==> config.mk <==
export PLATFORM = sky130hd
export DESIGN_NAME = tlv_packet_body_parser_top_flat
export DESIGN_NICKNAME = d
export VERILOG_FILES = /design/src/tlvp_pkg.sv /design/src/tlvp_in_if.sv /design/src/tlvp_out_if.sv /design/src/tlv_packet_body_parser_top.sv /design/src/tlvp_parser.sv /design/src/tlvp_result_buf.sv /design/src/flat_wrapper.sv
export SDC_FILE = /design/constraint.sdc
export NUM_CORES = 1
export LEC_CHECK = 0
export BUFFER_PORTS_ARGS = -buffer_cell sky130_fd_sc_hd__buf_2
export CAP_MARGIN = 5
export CORE_ASPECT_RATIO = 1.4
export CORE_MARGIN = 4
export CORE_UTILIZATION = 58
export CTS_BUF_LIST = sky130_fd_sc_hd__clkbuf_8
export DETAILED_ROUTE_END_ITERATION = 8
export PLACE_DENSITY_LB_ADDON = 0.15
export SLEW_MARGIN = 20
export SYNTH_ARGS = -nofsm -noshare
export SYNTH_HDL_FRONTEND = slang
export SYNTH_SLANG_ARGS = --single-unit
==> constraint.sdc <==
create_clock -name i_clk -period 15.4 [get_ports i_clk]
set_input_delay 3.08 -clock i_clk [delete_from_list [all_inputs] [get_ports i_clk]]
set_output_delay 3.08 -clock i_clk [all_outputs]
set_load 0.01 [all_outputs]
==> src/tlvp_pkg.sv <==
// tlvp_pkg: shared types and constants for the packet body parser
// no dependencies; imported by the parser, the result buffer and the top level

package tlvp_pkg;

    // default parameter values
    localparam int KEY_BYTES_DEF         = 4;
    localparam int INDEX_BYTES_DEF       = 2;
    localparam int FIXED_VALUE_BYTES_DEF = 4;

    // word limit after reset
    localparam logic [7:0] WORD_LIMIT_RST = 8'd32;

    // parse phase
    typedef enum logic [2:0] {
        PH_INDEX = 3'd0,
        PH_KEY   = 3'd1,
        PH_TYPE  = 3'd2,
        PH_LEN   = 3'd3,
        PH_VALUE = 3'd4,
        PH_HALT  = 3'd5
    } t_phase;

    // role of a byte in the body
    typedef enum logic [2:0] {
        FK_INDEX   = 3'd0,
        FK_KEY     = 3'd1,
        FK_TYPE    = 3'd2,
        FK_LEN     = 3'd3,
        FK_VALUE   = 3'd4,
        FK_IGNORED = 3'd5
    } t_field_kind;

    // parse status
    typedef enum logic [2:0] {
        ST_OK        = 3'd0,
        ST_TOO_SHORT = 3'd1,
        ST_BAD_TYPE  = 3'd2,
        ST_TOO_MANY  = 3'd3,
        ST_TRUNCATED = 3'd4
    } t_status;

    // word type codes as they appear in the type byte
    localparam logic [7:0] TYPE_NONE   = 8'd0;
    localparam logic [7:0] TYPE_FLOAT  = 8'd2;
    localparam logic [7:0] TYPE_NESTED = 8'd5;

    // one tagged output word
    typedef struct packed {
        logic [2:0]  field_kind;
        logic [7:0]  word_number;
        logic [2:0]  word_kind;
        logic [15:0] value_length;
        logic [15:0] field_offset;
        logic [7:0]  byte_out;
        logic        word_end;
        logic        frame_end;
        logic [7:0]  words_seen;
        logic [2:0]  status;
    } t_result;

endpackage

==> src/tlvp_in_if.sv <==
// tlvp_in_if: input channel of the packet body parser, one body byte per word
// no dependencies

interface tlvp_in_if;
    logic       valid;
    logic       ready;
    logic [7:0] data_byte;
    logic       last_byte;

    modport source (output valid, output data_byte, output last_byte, input ready);
    modport sink   (input valid, input data_byte, input last_byte, output ready);
endinterface

==> src/tlvp_out_if.sv <==
// tlvp_out_if: output channel of the packet body parser, one tagged byte per word
// no dependencies

interface tlvp_out_if;
    logic        valid;
    logic        ready;
    logic [2:0]  field_kind;
    logic [7:0]  word_number;
    logic [2:0]  word_kind;
    logic [15:0] value_length;
    logic [15:0] field_offset;
    logic [7:0]  byte_out;
    logic        word_end;
    logic        frame_end;
    logic [7:0]  words_seen;
    logic [2:0]  status;

    modport source (
        output valid, output field_kind, output word_number, output word_kind,
        output value_length, output field_offset, output byte_out, output word_end,
        output frame_end, output words_seen, output status, input ready
    );
    modport sink (
        input valid, input field_kind, input word_number, input word_kind,
        input value_length, input field_offset, input byte_out, input word_end,
        input frame_end, input words_seen, input status, output ready
    );
endinterface

==> src/tlv_packet_body_parser_top.sv <==
// tlv_packet_body_parser_top: packet body parser, top level
// depends on tlvp_pkg, tlvp_in_if, tlvp_out_if, tlvp_parser, tlvp_result_buf
//
// Usage:
//   i_in takes one body byte per word, data_byte plus last_byte on the final
//   byte of the body. o_out gives one tagged word per input byte: its role,
//   word number, type, value length, offset in the field, the byte itself,
//   word/frame end flags, the count of complete words and the status.
//   i_cfg_wr_en / i_cfg_wr_data write the word limit; write it only while idle.
//   Each result is registered in the result buffer on accept. Throughput: one
//   byte per cycle while the buffer has room; the parse state update is one
//   pass of logic between the parse registers and the result buffer.
//   Stall: a two-entry result buffer sits on the output; i_in.ready stays high
//   while it holds fewer than two words, so a stalled receiver backs the input
//   off after two words and nothing is dropped.
//   Reset: synchronous, active low; the word limit returns to 32, parse state
//   goes to the start of a body and the result buffer empties. Parse state
//   also returns to the start after each last byte.

module tlv_packet_body_parser_top #(
    parameter int KEY_BYTES         = tlvp_pkg::KEY_BYTES_DEF,
    parameter int INDEX_BYTES       = tlvp_pkg::INDEX_BYTES_DEF,
    parameter int FIXED_VALUE_BYTES = tlvp_pkg::FIXED_VALUE_BYTES_DEF
) (
    input  logic       i_clk,
    input  logic       i_rst_n,
    input  logic       i_cfg_wr_en,
    input  logic [7:0] i_cfg_wr_data,
    tlvp_in_if.sink    i_in,
    tlvp_out_if.source o_out
);
    import tlvp_pkg::*;

    logic       r_word_limit_v;
    logic [7:0] r_word_limit;
    logic       accept;
    logic       buf_ready;
    t_result    parse_res;
    t_result    out_res;

    // word limit register
    always_ff @(posedge i_clk) begin
        if (!i_rst_n) begin
            r_word_limit   <= WORD_LIMIT_RST;
            r_word_limit_v <= 1'b0;
        end else if (i_cfg_wr_en) begin
            r_word_limit   <= i_cfg_wr_data;
            r_word_limit_v <= 1'b1;
        end
    end

    assign i_in.ready = buf_ready;
    assign accept     = i_in.valid && buf_ready;

    // per-byte parse
    tlvp_parser #(
        .KEY_BYTES         (KEY_BYTES),
        .INDEX_BYTES       (INDEX_BYTES),
        .FIXED_VALUE_BYTES (FIXED_VALUE_BYTES)
    ) u_parser (
        .i_clk        (i_clk),
        .i_rst_n      (i_rst_n),
        .i_accept     (accept),
        .i_data_byte  (i_in.data_byte),
        .i_last_byte  (i_in.last_byte),
        .i_word_limit (r_word_limit_v ? r_word_limit : WORD_LIMIT_RST),
        .o_result     (parse_res)
    );

    // output buffering
    tlvp_result_buf u_buf (
        .i_clk   (i_clk),
        .i_rst_n (i_rst_n),
        .i_push  (accept),
        .i_data  (parse_res),
        .o_ready (buf_ready),
        .o_valid (o_out.valid),
        .i_pop   (o_out.ready),
        .o_data  (out_res)
    );

    // output fields
    assign o_out.field_kind   = out_res.field_kind;
    assign o_out.word_number  = out_res.word_number;
    assign o_out.word_kind    = out_res.word_kind;
    assign o_out.value_length = out_res.value_length;
    assign o_out.field_offset = out_res.field_offset;
    assign o_out.byte_out     = out_res.byte_out;
    assign o_out.word_end     = out_res.word_end;
    assign o_out.frame_end    = out_res.frame_end;
    assign o_out.words_seen   = out_res.words_seen;
    assign o_out.status       = out_res.status;

endmodule

==> src/tlvp_parser.sv <==
// tlvp_parser: per-byte parse state and tagging logic
// depends on tlvp_pkg

module tlvp_parser #(
    parameter int KEY_BYTES         = tlvp_pkg::KEY_BYTES_DEF,
    parameter int INDEX_BYTES       = tlvp_pkg::INDEX_BYTES_DEF,
    parameter int FIXED_VALUE_BYTES = tlvp_pkg::FIXED_VALUE_BYTES_DEF
) (
    input  logic              i_clk,
    input  logic              i_rst_n,
    input  logic              i_accept,
    input  logic [7:0]        i_data_byte,
    input  logic              i_last_byte,
    input  logic [7:0]        i_word_limit,
    output tlvp_pkg::t_result o_result
);
    import tlvp_pkg::*;

    localparam int     MIN_BODY = KEY_BYTES + 1;
    localparam int     BW       = $clog2(MIN_BODY + 1);
    localparam t_phase PH_START = (INDEX_BYTES > 0) ? PH_INDEX : PH_KEY;

    t_phase        r_phase, n_phase;
    logic [15:0]   r_fc, n_fc;
    logic [2:0]    r_kind, n_kind;
    logic [15:0]   r_len, n_len;
    logic [7:0]    r_total, n_total;
    logic [BW-1:0] r_bytes, n_bytes;
    t_status       r_err, n_err;

    logic [15:0]   fc_inc;
    t_field_kind   fk;
    logic [7:0]    wn;
    logic [2:0]    wk;
    logic [15:0]   vl;
    logic [15:0]   off;
    logic          wend;
    t_status       st;

    assign fc_inc = r_fc + 16'd1;

    // next state and tag for the byte at the input
    always_comb begin
        n_phase = r_phase;
        n_fc    = r_fc;
        n_kind  = r_kind;
        n_len   = r_len;
        n_total = r_total;
        n_err   = r_err;
        n_bytes = (r_bytes < BW'(MIN_BODY)) ? r_bytes + BW'(1) : r_bytes;
        fk      = FK_IGNORED;
        wn      = r_total;
        wk      = 3'd0;
        vl      = 16'd0;
        off     = 16'd0;
        wend    = 1'b0;

        unique case (r_phase)
            PH_INDEX: begin
                fk   = FK_INDEX;
                wn   = 8'd0;
                off  = r_fc;
                n_fc = fc_inc;
                if (fc_inc >= 16'(INDEX_BYTES)) begin
                    n_phase = PH_KEY;
                    n_fc    = 16'd0;
                end
            end
            PH_KEY: begin
                if (r_fc == 16'd0 && r_total >= i_word_limit) begin
                    // limit reached before a new word starts
                    n_err   = ST_TOO_MANY;
                    n_phase = PH_HALT;
                    n_fc    = 16'd0;
                    n_kind  = 3'd0;
                    n_len   = 16'd0;
                end else begin
                    fk   = FK_KEY;
                    off  = r_fc;
                    n_fc = fc_inc;
                    if (fc_inc >= 16'(KEY_BYTES)) begin
                        n_phase = PH_TYPE;
                        n_fc    = 16'd0;
                    end
                end
            end
            PH_TYPE: begin
                if (i_data_byte > TYPE_NESTED) begin
                    n_err   = ST_BAD_TYPE;
                    n_phase = PH_HALT;
                    n_fc    = 16'd0;
                    n_kind  = 3'd0;
                    n_len   = 16'd0;
                end else begin
                    fk     = FK_TYPE;
                    n_kind = i_data_byte[2:0];
                    n_fc   = 16'd0;
                    if (i_data_byte == TYPE_NONE) begin
                        n_len = 16'd0;
                        wend  = 1'b1;
                    end else if (i_data_byte <= TYPE_FLOAT) begin
                        n_len   = 16'(FIXED_VALUE_BYTES);
                        n_phase = PH_VALUE;
                    end else begin
                        n_len   = 16'd0;
                        n_phase = PH_LEN;
                    end
                    wk = i_data_byte[2:0];
                    vl = n_len;
                end
            end
            PH_LEN: begin
                fk    = FK_LEN;
                off   = r_fc;
                n_len = {r_len[7:0], i_data_byte};
                n_fc  = fc_inc;
                wk    = r_kind;
                if (fc_inc >= 16'd2) begin
                    vl   = n_len;
                    n_fc = 16'd0;
                    if (n_len == 16'd0) begin
                        wend = 1'b1;
                    end else begin
                        n_phase = PH_VALUE;
                    end
                end
            end
            PH_VALUE: begin
                fk   = FK_VALUE;
                off  = r_fc;
                wk   = r_kind;
                vl   = r_len;
                n_fc = fc_inc;
                if (fc_inc >= r_len) begin
                    wend = 1'b1;
                end
            end
            default: begin
                wk = r_kind;
                vl = r_len;
            end
        endcase

        // word complete: back to the next key
        if (wend) begin
            n_total = r_total + 8'd1;
            n_phase = PH_KEY;
            n_fc    = 16'd0;
            n_kind  = 3'd0;
            n_len   = 16'd0;
        end

        // status, with end-of-body checks
        st = n_err;
        if (i_last_byte) begin
            if (n_bytes < BW'(MIN_BODY)) begin
                st = ST_TOO_SHORT;
            end else if (n_err == ST_OK && !(n_phase == PH_KEY && n_fc == 16'd0)) begin
                st = ST_TRUNCATED;
            end
        end
    end

    // tagged result
    always_comb begin
        o_result.field_kind   = fk;
        o_result.word_number  = wn;
        o_result.word_kind    = wk;
        o_result.value_length = vl;
        o_result.field_offset = off;
        o_result.byte_out     = i_data_byte;
        o_result.word_end     = wend;
        o_result.frame_end    = i_last_byte;
        o_result.words_seen   = n_total;
        o_result.status       = st;
    end

    // parse state, cleared on reset and after the last byte of a body
    always_ff @(posedge i_clk) begin
        if (!i_rst_n || (i_accept && i_last_byte)) begin
            r_phase <= PH_START;
            r_fc    <= 16'd0;
            r_kind  <= 3'd0;
            r_len   <= 16'd0;
            r_total <= 8'd0;
            r_bytes <= '0;
            r_err   <= ST_OK;
        end else if (i_accept) begin
            r_phase <= n_phase;
            r_fc    <= n_fc;
            r_kind  <= n_kind;
            r_len   <= n_len;
            r_total <= n_total;
            r_bytes <= n_bytes;
            r_err   <= n_err;
        end
    end

endmodule

==> src/tlvp_result_buf.sv <==
// tlvp_result_buf: two-entry result buffer between the parser and the output channel
// depends on tlvp_pkg

module tlvp_result_buf (
    input  logic              i_clk,
    input  logic              i_rst_n,
    input  logic              i_push,
    input  tlvp_pkg::t_result i_data,
    output logic              o_ready,
    output logic              o_valid,
    input  logic              i_pop,
    output tlvp_pkg::t_result o_data
);
    import tlvp_pkg::*;

    t_result    r_entry [2];
    logic       r_wr_ptr;
    logic       r_rd_ptr;
    logic [1:0] r_count;
    logic       pop_ok;

    assign o_ready = (r_count != 2'd2);
    assign o_valid = (r_count != 2'd0);
    assign o_data  = r_entry[r_rd_ptr];
    assign pop_ok  = i_pop && o_valid;

    // entry storage
    always_ff @(posedge i_clk) begin
        if (i_push) begin
            r_entry[r_wr_ptr] <= i_data;
        end
    end

    // pointers and fill level
    always_ff @(posedge i_clk) begin
        if (!i_rst_n) begin
            r_wr_ptr <= 1'b0;
            r_rd_ptr <= 1'b0;
            r_count  <= 2'd0;
        end else begin
            if (i_push) begin
                r_wr_ptr <= ~r_wr_ptr;
            end
            if (pop_ok) begin
                r_rd_ptr <= ~r_rd_ptr;
            end
            r_count <= r_count + {1'b0, i_push} - {1'b0, pop_ok};
        end
    end

endmodule
==> src/flat_wrapper.sv <==
// flat-port wrapper written by rule: the top's interface ports become plain ports
module tlv_packet_body_parser_top_flat import tlvp_pkg::*;
#(
    parameter int KEY_BYTES         = tlvp_pkg::KEY_BYTES_DEF,
    parameter int INDEX_BYTES       = tlvp_pkg::INDEX_BYTES_DEF,
    parameter int FIXED_VALUE_BYTES = tlvp_pkg::FIXED_VALUE_BYTES_DEF
)
  (i_clk, i_rst_n, i_cfg_wr_en, i_cfg_wr_data, i_in_valid, i_in_data_byte, i_in_last_byte, i_in_ready, o_out_valid, o_out_field_kind, o_out_word_number, o_out_word_kind, o_out_value_length, o_out_field_offset, o_out_byte_out, o_out_word_end, o_out_frame_end, o_out_words_seen, o_out_status, o_out_ready);
  tlvp_in_if i_in_i ();
  tlvp_out_if o_out_i ();
  input  logic i_clk;
  input  logic i_rst_n;
  input  logic i_cfg_wr_en;
  input  logic [7:0] i_cfg_wr_data;
  input wire logic [$bits(i_in_i.valid)-1:0] i_in_valid;
  input wire logic [$bits(i_in_i.data_byte)-1:0] i_in_data_byte;
  input wire logic [$bits(i_in_i.last_byte)-1:0] i_in_last_byte;
  output wire logic [$bits(i_in_i.ready)-1:0] i_in_ready;
  output wire logic [$bits(o_out_i.valid)-1:0] o_out_valid;
  output wire logic [$bits(o_out_i.field_kind)-1:0] o_out_field_kind;
  output wire logic [$bits(o_out_i.word_number)-1:0] o_out_word_number;
  output wire logic [$bits(o_out_i.word_kind)-1:0] o_out_word_kind;
  output wire logic [$bits(o_out_i.value_length)-1:0] o_out_value_length;
  output wire logic [$bits(o_out_i.field_offset)-1:0] o_out_field_offset;
  output wire logic [$bits(o_out_i.byte_out)-1:0] o_out_byte_out;
  output wire logic [$bits(o_out_i.word_end)-1:0] o_out_word_end;
  output wire logic [$bits(o_out_i.frame_end)-1:0] o_out_frame_end;
  output wire logic [$bits(o_out_i.words_seen)-1:0] o_out_words_seen;
  output wire logic [$bits(o_out_i.status)-1:0] o_out_status;
  input wire logic [$bits(o_out_i.ready)-1:0] o_out_ready;
  assign i_in_i.valid = i_in_valid;
  assign i_in_i.data_byte = i_in_data_byte;
  assign i_in_i.last_byte = i_in_last_byte;
  assign i_in_ready = i_in_i.ready;
  assign o_out_valid = o_out_i.valid;
  assign o_out_field_kind = o_out_i.field_kind;
  assign o_out_word_number = o_out_i.word_number;
  assign o_out_word_kind = o_out_i.word_kind;
  assign o_out_value_length = o_out_i.value_length;
  assign o_out_field_offset = o_out_i.field_offset;
  assign o_out_byte_out = o_out_i.byte_out;
  assign o_out_word_end = o_out_i.word_end;
  assign o_out_frame_end = o_out_i.frame_end;
  assign o_out_words_seen = o_out_i.words_seen;
  assign o_out_status = o_out_i.status;
  assign o_out_i.ready = o_out_ready;
  tlv_packet_body_parser_top #(.KEY_BYTES(KEY_BYTES), .INDEX_BYTES(INDEX_BYTES), .FIXED_VALUE_BYTES(FIXED_VALUE_BYTES)) u_core (.i_clk(i_clk), .i_rst_n(i_rst_n), .i_cfg_wr_en(i_cfg_wr_en), .i_cfg_wr_data(i_cfg_wr_data), .i_in(i_in_i), .o_out(o_out_i));
endmodule
# After elaboration in Yosys (flattened, before gate mapping)
# Memories as Yosys holds them, arrays and structs flattened. A register that Yosys moved wholly into a read port is not among the register bits.
# Index checks and enable logic that the tools add are counted.
[classes]
add_sub_neg = 5
n_lt_le_gt_ge = 8
n_eq_ne = 7
n_mux = 53
n_bitwise = 2
n_reduce_logical = 23
[op_table]
columns = ["operator", "count"]
rows = [
  ["$mux W16", 8],
  ["$pmux W16 S3", 2],
  ["$mux W3", 23],
  ["$pmux W16 S4", 1],
  ["$logic_not A16 Y1", 3],
  ["$pmux W16 S2", 1],
  ["$mux W8", 3],
  ["$pmux W3 S2", 3],
  ["$add A16 B1 Y16 const B", 1],
  ["$ge A16 B16 Y1", 1],
  ["$ge A16 B2 Y1 const B", 1],
  ["$ge A16 B3 Y1 const B", 1],
  ["$pmux W3 S5", 1],
  ["$pmux W3 S4", 1],
  ["$mux W1", 9],
  ["$add A8 B1 Y8 const B", 1],
  ["$ge A8 B8 Y1", 1],
  ["$gt A8 B3 Y1 const B", 1],
  ["$le A8 B2 Y1 const B", 1],
  ["$logic_not A8 Y1", 1],
  ["$eq A3 B1 Y1 const B", 2],
  ["$eq A3 B2 Y1 const B", 2],
  ["$logic_and A1 B1 Y1", 6],
  ["$logic_not A3 Y1", 2],
  ["other kinds (17)", 22],
]
[totals]
regBits = 65
ram_bits = 134
inputBits = 22
output_inout_bits = 69
word_cells = 111
mem_count = 1
[mem_list]
columns = ["name", "words", "width", "read_ports", "rd_ports_with_merged_regs", "wr", "line_no", "text"]
rows = [
  ["u_core.u_buf.r_entry", 2, 67, 1, 1, 1, "tlvp_result_buf.sv:16", "t_result r_entry [2];"],
]

# Longest topological paths before layout
# Gate-level depths: netlist of the first run.
[logic_depth]
depth_word = 13
mapped_depth = 18
ltp_nobuf = 16

# By module
# From an unflattened synthesis of the first run, not the netlist that was laid out.
[unflattened]
hier_cells = 909
hier_area_um2 = 10208.5
[by_module_without_submodules]
columns = ["mod", "instances", "cells_per_inst", "area_per_inst_um2", "seq_area_each_um2"]
rows = [
  ["tlvp_result_buf", 1, 231, 5188.7, 4124.0],
  ["tlvp_parser", 1, 642, 4636.9, 1041.0],
  ["tlv_packet_body_parser_top", 1, 36, 382.9, 180.2],
]

# Worst setup path after synthesis of the first run
# No wires, ideal clock.
[synth_path]
path_type = "in2reg"
startpoint = "in i_in_valid"
endpoint = "mem u_core.u_buf.r_entry[0][0] (netlist bit) (enable)"
setup_ps = 494
t_arrival_ps = 6728
required_ps = 14906
path_slack_ps = 8178
stages = 5
n_path_buf = 2
cell_sequence = "and2_1 clkbuf_1 clkinv_1 clkbuf_1 nor2_1"
[synth_via]
elab_chain_len = 3
[synth_rtl]
columns = ["element", "line_no", "text"]
rows = [
  ["from (decl)", "flat_wrapper.sv:15", "input wire logic [$bits(i_in_i.valid)-1:0] i_in_valid;"],
  ["$logic_and A1 B1 Y1", "tlv_packet_body_parser_top.sv:53", "assign accept = i_in.valid && buf_ready;"],
  ["$mux W1", "tlvp_result_buf.sv:29", "if (i_push) begin"],
  ["$mux W1 (not written as such)", "tlvp_result_buf.sv:30", "r_entry[r_wr_ptr] <= i_data;"],
  ["to (decl)", "tlvp_result_buf.sv:16", ""],
]
# No other way between the ends.

# Worst setup path after layout of the first run
[layout_path]
startpoint = "in i_in_data_byte[7]"
endpoint = "reg u_core.u_parser.r_len[0]"
[layout_via]
elab_chain_len = 6
word_cells_on_any_way = 15
classes_between = "order compare (1); eq/ne (1); mux (9); reduce/logical (4)"
[layout_rtl]
columns = ["element", "line_no", "text"]
rows = [
  ["from (decl)", "flat_wrapper.sv:16", "input wire logic [$bits(i_in_i.data_byte)-1:0] i_in_data_byte;"],
  ["parallel branches: the longest is 6 deep, another holds $gt A8 B3 Y1", "n/a", ""],
  ["to (signal assigned)", "tlvp_parser.sv:192", "r_len <= n_len;"],
  ["to (decl)", "tlvp_parser.sv:26", "logic [15:0] r_len, n_len;"],
]
# Several ways; the timed one is not identified.
# A chain may end at the register's enable or synchronous reset.

==> results of run 1 <==
==> kinds of logic after synthesis <==
group                    after synthesis  share of synthesized area
AND/OR/NAND/NOR                      291                      0.152
AO/OA/AOI/OAI                        153                      0.100
flip-flops                           200                      0.536
buffers and inverters                 92                     0.0380
XOR/XNOR                              36                     0.0316
multiplexers                          95                      0.104
adder cells (fa/ha/maj)               30                     0.0374
==> metal layers <==
metal  up-vias  share of wire  track usage
li1       3399              -            -
met1      3357           0.42        0.271
met4         0          0.023       0.0764
met2       182           0.52        0.400
met5         -              0            0
met3        41          0.035       0.0412
==> worst paths after layout <==
path | from | end | slack, ns
max | i_in_data_byte[7] | u_core.u_parser.r_len[0] | 9.68
min | u_core.u_parser.r_err[2] | u_core.u_parser.r_err[2] | 0.44
max reg2reg | u_core.u_parser.r_fc[2] | u_core.u_parser.r_len[0] | 10.34
min reg2reg | u_core.u_parser.r_err[2] | u_core.u_parser.r_err[2] | 0.44
==> cell usage in the layout (no fill, tap or decap), types with 4 or more instances in the layout <==
cell type | synthesis | routed
edfxtp_1 | 134 | 134
buf_2 | 7 | 90
nand2_1 | 70 | 70
mux2_2 | 67 | 67
dfxtp_1 | 66 | 65
a21oi_1 | 46 | 46
nand3_1 | 43 | 43
nor2_1 | 42 | 41
o21ai_0 | 31 | 31
ha_1 | 29 | 29
inv_1 | 26 | 28
and2_1 | 27 | 27
mux2i_1 | 27 | 27
nor2b_1 | 22 | 22
nor3_1 | 20 | 18
xnor2_1 | 18 | 18
xor2_1 | 18 | 18
clkbuf_8 | 0 | 17
nor4_1 | 16 | 16
a22o_1 | 15 | 15
o211ai_1 | 9 | 9
or3_1 | 9 | 9
nand4_1 | 8 | 8
buf_4 | 2 | 8
nand2b_1 | 6 | 6
a211oi_1 | 6 | 6
o21a_1 | 6 | 6
a211o_1 | 6 | 6
a31oi_1 | 6 | 6
and3_1 | 6 | 5
and4_1 | 4 | 4
o21bai_1 | 4 | 4
clkinv_1 | 2 | 4
clkinv_4 | 0 | 4
==> where the power goes <==
part / internal, mW / switching (mW)
sequential: 0.631 / 0.0194
clock: 0.112 / 0.183
combinational: 0.135 / 0.180
==> registers in the layout (all words and copies together), names as in the netlist, 2 cells and up, named ones only <==
signal and flops:
u_core.u_parser.r_phase 3, u_core.u_parser.r_total 8, u_core.u_buf.r_entry 134, u_core.u_buf.r_count 2, u_core.u_parser.r_len 16, u_core.u_parser.r_fc 16
u_core.r_word_limit 8, u_core.u_parser.r_err 3, u_core.u_parser.r_kind 3
==> per-stage QoR <==
step                utilization  worst slack [ns]
floorplan                     -              8.18
global placement          0.623              9.34
detailed placement        0.623              9.19
CTS                       0.643              9.69
global route              0.644              9.42
finish                    0.644              9.68
==> worst max-delay path: stages <==
cell and delay [ns]:
buf_2 0.12, nor4_1 0.27, nand2b_1 0.21, nor4_1 0.35
and3_1 0.22, a21oi_1 0.06, o211ai_1 0.46, nand2_1 0.26
nor2_2 0.81, mux2i_1 0.27
==> final cells by class <==
| type | count | area (um^2) | area share |
|---|---|---|---|
| clock inverter | 15 | 106 | 0.00983 |
| sequential | 200 | 5350 | 0.494 |
| inverter | 29 | 111 | 0.0103 |
| timing repair buffer | 98 | 510 | 0.0472 |
| clock buffer | 17 | 234 | 0.0216 |
| tap | 203 | 254 | 0.0235 |
| multi-input combinational | 605 | 4260 | 0.394 |
==> flow_metrics.tcl, run 1 <==
set metrics [dict create \
    nFillCells 1379 \
    ioPinCount 91 \
    cts_buffer_depth 2 \
    synth_edf_count 134 \
    ant_nets 0 \
    whs_ns 0.436 \
    yosysSeqAreaShare 0.536 \
    initial_utilization 0.593 \
    ys.flop_type "edfxtp_1" \
    dp_hpwl_mm 14.2 \
    synthTopCellsByArea "edfxtp_1 40%, dfxtp_1 13%, mux2_2 7.6%, ha_1 3.6%, mux2i_1 2.7%" \
    synth_most_common_cell "edfxtp_1" \
    setup_viol 0 \
    wl_per_cell_um 18.0 \
    yosys.area.top_type_share 0.404 \
    drive_gt1_frac 0.217 \
    fin_tns_setup_ns 0 \
    p_per_area_mw_per_mm2 116 \
    slew_headroom 0.303 \
    ir_drop_uv 134 \
    nets 1002 \
    required_ns 15.79 \
    fp.coreArea_mm2 0.0168 \
    syn_to_final_growth_pct 8.60 \
    numPortBuffers 90 \
    yosys.cell_types.count 64 \
    netlist_area_mm2 0.00996 \
    slew_violations 0 \
    synth_common_cells "134 x edfxtp_1, 70 x nand2_1, 67 x mux2_2" \
    period_share 0.371 \
    cts.sinks 200 \
    syn_area_per_cell_um2 11.1 \
    synth_fp_nets 948 \
    whs_path_depth 2 \
    power_mw 1.26 \
    arrival_ns 6.11 \
    cap_violations 0 \
    outcome "complete, no violations" \
    clock_latency_ns 0.47 \
    die_h_um 163 \
    drt-initial-drc-count 486 \
    cp-end-kind "flop" \
    die_w_um 119 \
    reg2regPathDepth 12 \
    grt_max_degree 69 \
    dr.pass1.iters 5 \
    ys_seq_elements 200 \
    stdcell_area_mm2 0.0108 \
    cts_tree "built" \
    antenna_found_initial 0 \
    postCtsResizedCells 0 \
    holdCritPathClass "reg -> reg" \
    async_flop_share 0 \
    yosysTopAreaCell "edfxtp_1" \
    grtUsageTotal 0.223 \
    p_leak_nw 4.00 \
    ys_warn_count 0 \
    gp_congestion 0.896 \
    syn_inst 897 \
    path_class "in -> reg" \
    cts_setup_buffers 0 \
    numCtsBuffers 17 \
    grt_overflow 0 \
    start_kind "input pin" \
    drc 0 \
    rsz0062_at_grt "no" \
    n_antenna_cell 0 \
    post-route-min-period_ns 5.72 \
    tightest_slew_ns 1.04 \
    final_cells 1167 \
    drt-total-wl_mm 21.0 \
    critical_path.max_fanout 16 \
    hold_buffers 0 \
    via_per_inst 5.98 \
    num_vias 6979 \
    die_area_mm2 0.0194 \
    place_area_mm2 0.0105 \
    grt_pass1_wl_mm 34.8 \
    hold_violations 0 \
    cts.clk_slew.worst_paths_ns 0.09 \
    ctsRootBufferMaster "clkbuf_8" \
    place_inst 1135 \
    rows 56 \
    grt_pass1_vias 6977 \
    clock.fmax_ghz 0.175 \
    htree_levels 4 \
    fin_skew_ns 0.0106 \
]
No activity file was read; power rests on OpenSTA's default activity.
==> inputs of run 2 (changes only) <==
CORE_UTILIZATION = 56   (was 58)
clock period = 5.2 ns   (was 15.4 ns; I/O delays follow)
==> run 2 against run 1 <==
Register-to-register slack lost 9.3 ns. Worst setup slack lost 8.6 ns. Critical path depth grew 5. Core utilization shrank 1.5 points. Clock skew grew 0.0041 ns. First-iteration DRC count grew 13%. Global-route usage shrank 0.26 points. Via count grew 0.80%. Final cell count grew 3.3%. Total power grew to 3.0 times the previous value. Combinational power grew to 3.0 times the previous value.
==> flow_metrics.tcl, run 2 (synthesized netlist as in run 1, its figures left out) <==
set metrics [dict create \
    ioPinCount 91 \
    cap_violations 0 \
    hold_buffers 0 \
    rows 57 \
    grt_max_degree 45 \
    critical_path.max_fanout 14 \
    period_share 0.801 \
    grt_pass1_wl_mm 35.4 \
    antenna_found_initial 0 \
    regMostFlops "u_core.u_buf.r_entry" \
    ant_nets 0 \
    timing.rr.end "u_core.u_parser.r_fc[11]" \
    setup_ws_ns 1.04 \
    ir_drop_uv 341 \
    post-route-min-period_ns 4.16 \
    numCtsBuffers 17 \
    initial_utilization 0.573 \
    reg2reg_from "u_core.u_parser.r_fc[2]" \
    clock_latency_ns 0.48 \
    grtUsageTotal 0.221 \
    setup_viol 0 \
    die_h_um 166 \
    cts_tree "built" \
    fin_tns_setup_ns 0 \
    pre_cts_slack_ns 1.13 \
    p_leak_nw 4.05 \
    required_ns 5.59 \
    path_class "reg -> reg" \
    holdCritPathClass "reg -> reg" \
    reg_top3 "u_core.u_buf.r_entry: 134 flops, u_core.u_parser.r_fc: 16 flops, u_core.u_parser.r_len: 16 flops" \
    clock.fmax_ghz 0.240 \
    tightest_slew_ns 1.12 \
    gp_congestion 0.875 \
    dr.pass1.iters 5 \
    crit_start "u_core.u_parser.r_fc[2]" \
    die_area_mm2 0.0200 \
    cts.sinks 200 \
    postCtsResizedCells 0 \
    ctsRootBufferMaster "clkbuf_8" \
    grt_pass1_vias 6827 \
    fp.coreArea_mm2 0.0174 \
    final_cell_mix "134 x edfxtp_1, 90 x buf_2, 70 x nand2_1" \
    die_w_um 121 \
    dp_hpwl_mm 15.2 \
    start_kind "flop" \
    largest_reg_flops 134 \
    whs_path_depth 2 \
    final_common_cell "edfxtp_1" \
    n_antenna_cell 0 \
    numPortBuffers 90 \
    cp-end-kind "flop" \
    rsz0062_at_grt "no" \
    outcome "complete, no violations" \
    cts_buffer_depth 2 \
    cts.clk_slew.worst_paths_ns 0.11 \
    cts_setup_buffers 0 \
    fin_skew_ns 0.0147 \
    drive_gt1_frac 0.224 \
    num_vias 7035 \
    syn_to_final_growth_pct 9.84 \
    p_per_area_mw_per_mm2 351 \
    r2r_setup_slack_ns 1.04 \
    nFillCells 1498 \
    grt_overflow 0 \
    wl_per_cell_um 17.9 \
    hold_violations 0 \
    reg2regPathDepth 15 \
    cp-endpoint "u_core.u_parser.r_fc[11]" \
    drt-initial-drc-count 551 \
    drc 0 \
    nets 1008 \
    htree_levels 4 \
    via_per_inst 5.83 \
    arrival_ns 4.55 \
    slew_violations 0 \
    slew_headroom 0.255 \
    drt-total-wl_mm 21.6 \
]
## run 2: changes by cell type in the layout (fill, tap and decap cells not counted)
cell | previous run | this run
inv_1 | 28 | 27
clkinvlp_4 | 3 | 2
clkinv_1 | 4 | 3
bufinv_16 | 0 | 1
inv_6 | 2 | 3
inv_8 | 1 | 3
clkinv_4 | 4 | 3
buf_4 | 8 | 14
## run 2: power breakdown
part	switching (mW)	internal (mW)	leakage, nW
clock	0.569	0.390	0.192
sequential	0.0818	1.87	1.83
combinational	0.523	0.407	2.03
total	1.17	2.66	4.05
## run 2: layer usage
| layer | vias to the layer above | track usage | part of all wire |
|---|---|---|---|
| met5 | - | 0 | 0 |
| li1 | 3405 | - | - |
| met3 | 36 | 0.0419 | 0.034 |
| met1 | 3422 | 0.272 | 0.42 |
| met2 | 172 | 0.388 | 0.53 |
| met4 | 0 | 0.0720 | 0.021 |
## run 2: critical path, cell delays in order, from the launching register on
cell,delay [ns]
dfxtp_1,0.60
nand3_1,0.38
nor2_1,0.30
nand3_1,0.13
nor3_1,0.30
xor2_1,0.19
ha_1,0.26
and4_1,0.16
a21oi_1,0.14
nand2_1,0.07
a21oi_1,0.22
o21a_1,0.40
and2_4,0.31
inv_4,0.09
or3_1,0.37
a21oi_1,0.14
## run 2: how the worst min path moves through the flow
| stage | startpoint | endpoint | slack [ns] |
|---|---|---|---|
| after global routing | u_core.u_parser.r_err[2] | u_core.u_parser.r_err[2] | 0.46 |
| after detailed placement | u_core.u_parser.r_err[2] | u_core.u_parser.r_err[2] | 0.42 |
| after CTS | u_core.u_parser.r_err[2] | u_core.u_parser.r_err[2] | 0.44 |
| after floorplan | u_core.u_parser.r_err[2] | u_core.u_parser.r_err[2] | 0.41 |
| after global placement | u_core.u_parser.r_err[2] | u_core.u_parser.r_err[2] | 0.41 |
| final | u_core.u_parser.r_err[2] | u_core.u_parser.r_err[2] | 0.44 |
## run 2: metrics by stage
stage	total power, mW	std cells	hold slack, ns	utilization	instance area, um^2
after floorplan	2.61	897	0.406	-	9960
after global placement	2.92	1174	0.415	0.607	10600
after detailed placement	2.93	1174	0.421	0.607	10600
after CTS	3.88	1206	0.437	0.629	10900
after global routing	4.04	1206	0.458	0.629	10900
final	3.84	1206	0.436	0.629	10900
## run 2: cell type report
| class | count | area (um^2) | area share |
|---|---|---|---|
| inverters | 29 | 111 | 0.0102 |
| clock inverters | 15 | 144 | 0.0131 |
| well taps | 236 | 295 | 0.0270 |
| multi-input cells | 605 | 4260 | 0.389 |
| repair buffers | 104 | 556 | 0.0508 |
| flip-flops and latches | 200 | 5350 | 0.488 |
| clock buffers | 17 | 234 | 0.0214 |
